[src/sv/rational_fraction_adder_unit_macros.svh]
// assertion helpers for the fraction adder
`ifndef RATIONAL_FRACTION_ADDER_UNIT_MACROS_SVH
`define RATIONAL_FRACTION_ADDER_UNIT_MACROS_SVH

// implication checked on every rising clock edge outside reset
`define RFA_ASSERT_IMP(label, clk, rst_n, ante, cons) \
	label: assert property (@(posedge clk) disable iff (!rst_n) (ante) |-> (cons)) \
		else $error("assertion failed");

// next-cycle implication checked outside reset
`define RFA_ASSERT_NXT(label, clk, rst_n, ante, cons) \
	label: assert property (@(posedge clk) disable iff (!rst_n) (ante) |=> (cons)) \
		else $error("assertion failed");

`endif

[src/sv/rfa_pkg.sv]
package rfa_pkg;

	typedef struct packed {
		logic signed [31:0] num_a;
		logic        [30:0] den_a;
		logic signed [31:0] num_b;
		logic        [30:0] den_b;
	} rfa_in_t;

	typedef struct packed {
		logic signed [63:0] sum_num;
		logic signed [63:0] sum_den;
		logic               div_error;
	} rfa_out_t;

	// request to the shared divider
	typedef struct packed {
		logic        start;
		logic [63:0] dividend;
		logic [63:0] divisor;
	} rfa_div_req_t;

	// answer from the shared divider
	typedef struct packed {
		logic        done;
		logic [63:0] quot;
		logic [63:0] rem;
	} rfa_div_rsp_t;

endpackage

[src/sv/rfa_divider.sv]
// signed 64-bit truncated divider, one quotient bit per cycle
module rfa_divider import rfa_pkg::*; (
	input  logic         clk,
	input  logic         arst_n,
	input  rfa_div_req_t req,
	output rfa_div_rsp_t rsp
);

	logic        busy_q;
	logic [6:0]  cnt_q;
	logic [63:0] rem_q;
	logic [63:0] quo_q;
	logic [63:0] dvs_q;
	logic        qneg_q;
	logic        rneg_q;
	logic        done_q;

	logic [63:0] a_mag;
	logic [63:0] b_mag;
	logic [64:0] trial;
	logic [63:0] shifted;

	assign a_mag = req.dividend[63] ? (~req.dividend + 64'd1) : req.dividend;
	assign b_mag = req.divisor[63] ? (~req.divisor + 64'd1) : req.divisor;
	assign shifted = {rem_q[62:0], quo_q[63]};
	assign trial = {1'b0, shifted} - {1'b0, dvs_q};

	// restoring shift-subtract iteration
	always_ff @(posedge clk or negedge arst_n) begin
		if (!arst_n) begin
			busy_q <= 1'b0;
			done_q <= 1'b0;
			cnt_q  <= '0;
		end else begin
			done_q <= 1'b0;
			if (req.start && !busy_q) begin
				busy_q <= 1'b1;
				cnt_q  <= 7'd64;
				rem_q  <= '0;
				quo_q  <= a_mag;
				dvs_q  <= b_mag;
				qneg_q <= req.dividend[63] ^ req.divisor[63];
				rneg_q <= req.dividend[63];
			end else if (busy_q) begin
				if (!trial[64]) begin
					rem_q <= trial[63:0];
					quo_q <= {quo_q[62:0], 1'b1};
				end else begin
					rem_q <= shifted;
					quo_q <= {quo_q[62:0], 1'b0};
				end
				cnt_q <= cnt_q - 7'd1;
				if (cnt_q == 7'd1) begin
					busy_q <= 1'b0;
					done_q <= 1'b1;
				end
			end
		end
	end

	// sign fix on the result
	assign rsp.done = done_q;
	assign rsp.quot = qneg_q ? (~quo_q + 64'd1) : quo_q;
	assign rsp.rem  = rneg_q ? (~rem_q + 64'd1) : rem_q;

endmodule

[config.mk]
export PLATFORM = sky130hd
export DESIGN_NAME = rfa_divider
export DESIGN_NICKNAME = d
export VERILOG_FILES = /design/src/sv/rational_fraction_adder_unit_macros.svh /design/src/sv/rfa_pkg.sv /design/src/sv/rfa_divider.sv
export SDC_FILE = /design/constraint.sdc
export NUM_CORES = 1
export LEC_CHECK = 0
export ABC_AREA = 0
export BUFFER_PORTS_ARGS = -buffer_cell sky130_fd_sc_hd__buf_2
export CORE_MARGIN = 2
export CORE_UTILIZATION = 48
export CTS_BUF_LIST = sky130_fd_sc_hd__clkbuf_4
export DETAILED_ROUTE_END_ITERATION = 10
export HOLD_SLACK_MARGIN = 0.06
export PLACE_DENSITY_LB_ADDON = 0.1
export REMOVE_ABC_BUFFERS = 1
export SETUP_SLACK_MARGIN = 0.02
export SYNTH_ARGS = -nofsm -noshare
export SYNTH_HDL_FRONTEND = slang
export SYNTH_SLANG_ARGS = --single-unit
[constraint.sdc]
create_clock -name clk -period 4.9 [get_ports clk]
set_input_delay 0 -clock clk [delete_from_list [all_inputs] [get_ports clk]]
set_output_delay 0 -clock clk [all_outputs]
set_load 0.05 [all_outputs]
==> flow_summary.ini <==
[power_and_ir_drop]
p_sw_share_pct = 49.8
powerDensity_nw_per_um2 = 533
p_sw_mw = 6.06
peakVddDrop_v = 0.000235
pwr-share-clk_pct = 13.2
power_leakage_nw = 9.21
pwr-share-seq_pct = 26.9
p_comb_share_pct = 59.9
power_mw = 12.2
intPower_mw = 6.12

[synth]
syn_inst = 1985
synth_top_area_share_pct = 33.5
synthFlopType = edfxtp_1
yosysSeqAreaShare_pct = 34.8
yosys_warnings = 0
yosys-top-cells-area = edfxtp_1, xnor2_1, o21ai_0, nand2_1, ha_1
avgSynthCellArea_um2 = 8.76
synth_most_common_cell = nand2_1
synth_area_leader_cell = edfxtp_1
synthArstFlopShare_pct = 4.43
yosys-top-cells-count = nand2_1, o21ai_0, xnor2_1
synth.distinct_cells = 72
synth_area_um2 = 17400
synth_seq_cells = 203
synth_edf_count = 194

[critical_path]
r2r-end = rem_q[58]$_SDFFCE_PP0P_
reg2reg_depth = 14
critPathSlowestCell = or4_4
cp-start-kind = flip-flop
crit_chain = or4_4, or3_4, nor3_4, nand3_4, or3_4, or4_4, or4_4, or4_4, o41ai_4, xnor2_1, buf_4
r2r-start = quo_q[63]$_DFFE_PP_
max_stage_delay_ns = 0.57
worstSetupStartpoint = rem_q[25]$_SDFFCE_PP0P_
cp_common_cell = or4_4
crit_path_end_kind = output port
rrSetupSlack_ns = 0.71
arrival_ns = 4.90
crit_path_end = rsp[61]
crit_type = flip-flop to output port
crit_path_max_fanout = 4
required_ns = 4.90

[drt]
ant_nets = 0
post_drt_wl_per_cell_um = 18.7
routed_via_density = 5.83
num_vias = 17600
drtPass1Iterations = 8
drt-initial-drc-count = 1193
wl_um = 56300
remaining_drc_errors = 10

[clock_network]
cts-root-buf = clkbuf_4
cts_buffers = 58
htree_levels = 2
clock_path_buffers = 3
cts.sinks = 203
worst_setup_hold_path_clk_slew_ns = 0.09
cts_tree = done
insertion_delay_ns = 0.79

[placement]
gp_congestion = 0.946
dp_hpwl_um = 39400
dpl_cell_area_um2 = 19100
portBuffers = 259
dp.cells = 2619

[layout]
drive_above_1_share_pct = 17.7
finalCoreUtilization_pct = 64.1
nNetsFinal = 2706
fin_cells = 3017
area_growth_pct = 31.3
final_area_um2 = 22800

[sta]
fin_crit_sh_pct = 99.9
fmax_ghz = 0.204
setup_viol = 0
period_needed_ns = 4.90
slew_violations = 0
finClkSkew_ns = 0.0579
worst_pin_slew_ns = 1.28
setup_tns_ns = 0
grt_setup_unrepaired = true
hold_viol = 0
slew_headroom_pct = 14.6

[floorplanning]
start_util_pct = 48.8
die_w_um = 194
placementRows = 69
core_area_um2 = 35700
io_pins = 260
die_h_um = 194
dieArea_um2 = 37800

[grt]
grt.overflow.total = 0
grt_usage_pct = 29.3
antenna_found_initial = 6
grt_max_degree = 90
grt_pass1_wl_um = 89500
grt_pass1_vias = 17300

[run_status]
status = complete, but fails checks
violations = DRC

[run]
maxCapViolCount = 0

[hold_path]
worstHoldPathType = input pin to async pin
## timing repair
action	CTS	global route
resized for setup	29	18
pin swaps	5	3
setup endpoints to repair	18	24
hold endpoints to repair	194	0
hold buffers	262	0
setup buffers	20	4
## layer usage
layer	vias up	global-route usage, %	routed length (um)
li1	8418	-	-
met5	-	0	0
met1	8361	35.9	23200
met3	154	5.24	3700
met4	0	14.9	2630
met2	671	49.5	26800
## cell families (layout without fill, tap and decap cells)
kind of cell | after synthesis | count (layout) | share of synthesized area [%]
AOI/OAI and AO/OA | 618 | 618 | 22.8
xor gates and xnor gates | 304 | 304 | 15.3
buffers and inverters | 202 | 767 | 4.44
and+or+nand+nor | 579 | 579 | 17.1
adders and majority gates | 71 | 71 | 5.15
muxes | 8 | 8 | 0.482
DFF | 203 | 203 | 34.8
other | 0 | 6 | 0
## worst max-delay path: cells and delay by family (launching register included)
family / cells / cell delay, ns
buffers and inverters: 1 / 0.22
AOI/OAI and AO/OA: 1 / 0.27
xor gates and xnor gates: 1 / 0.16
and+or+nand+nor: 8 / 3.05
DFF: 1 / 0.41
## sequential cells by signal, indices dropped and copies added, names as in the netlist
name / cells
qneg_q: 1
rneg_q: 1
quo_q: 64
rem_q: 64
done_q: 1
cnt_q: 7
busy_q: 1
dvs_q: 64
## how the worst min path moves through the flow
stage                   from              endpoint  slack [ns]
finish                arst_n  cnt_q[2]$_DFFE_PN0N_        0.13
global route        req[128]  cnt_q[1]$_DFFE_PN0N_        0.13
CTS                 req[128]  cnt_q[1]$_DFFE_PN0N_        0.07
detailed placement    req[0]    dvs_q[0]$_DFFE_PP_        0.23
global placement      req[0]    dvs_q[0]$_DFFE_PP_        0.23
floorplan             arst_n      busy_q$_DFF_PN0_       -0.30
## cell type report
type	instances	area (um2)
Fill cell	2978	12800
Multi-Input combinational cell	1580	10800
Sequential cell	203	6050
Timing Repair Buffer	564	4300
Clock buffer	81	608
Tap cell	461	577
Inverter	97	364
Clock inverter	25	125
Antenna cell	6	15.0
## power groups by stage
stage | clock (mW) | sequential (mW) | combinational, mW
detailed placement | 0 | 3.36 | 6.70
finish | 1.61 | 3.27 | 7.30
floorplan | 0 | 3.17 | 5.18
CTS | 1.64 | 3.24 | 7.20
global placement | 0 | 3.32 | 6.66
global route | 1.73 | 3.34 | 7.91
## through the flow
stage / hold WS [ns] / setup slack [ns]
floorplan: -0.296 / -4.26
global placement: 0.228 / 0.472
detailed placement: 0.226 / 0.402
CTS: 0.0683 / 0.00227
global route: 0.132 / -0.0808
finish: 0.127 / 0.00343
## placed cells by master (no fill, tap or decap), types with 5 or more instances in the layout
| cell | instances |
|---|---|
| nor4_1 | 13 |
| clkbuf_4 | 82 |
| o41ai_1 | 37 |
| inv_1 | 97 |
| nand4_1 | 19 |
| a21o_1 | 28 |
| o21bai_1 | 17 |
| nand2_1 | 246 |
| o31ai_1 | 85 |
| or4_4 | 9 |
| buf_4 | 53 |
| nor2_1 | 51 |
| xnor2_1 | 220 |
| diode_2 | 6 |
| and2_1 | 10 |
| or3_4 | 5 |
| clkinv_1 | 19 |
| buf_2 | 246 |
| or2_2 | 14 |
| nor3_1 | 25 |
| o21ai_0 | 238 |
| or4_1 | 32 |
| a21boi_0 | 7 |
| nor2b_1 | 13 |
| edfxtp_1 | 194 |
| nand2b_1 | 29 |
| ha_1 | 70 |
| xor2_1 | 84 |
| a21oi_1 | 90 |
| nor4_4 | 5 |
| and3_1 | 16 |
| a31oi_1 | 14 |
| dlygate4sd3_1 | 262 |
| dfrtp_1 | 8 |
| a22o_1 | 45 |
| or3_1 | 34 |
| a32oi_1 | 16 |
| mux2i_1 | 5 |
| nand3_1 | 25 |
(Power assumes the default switching activity.)
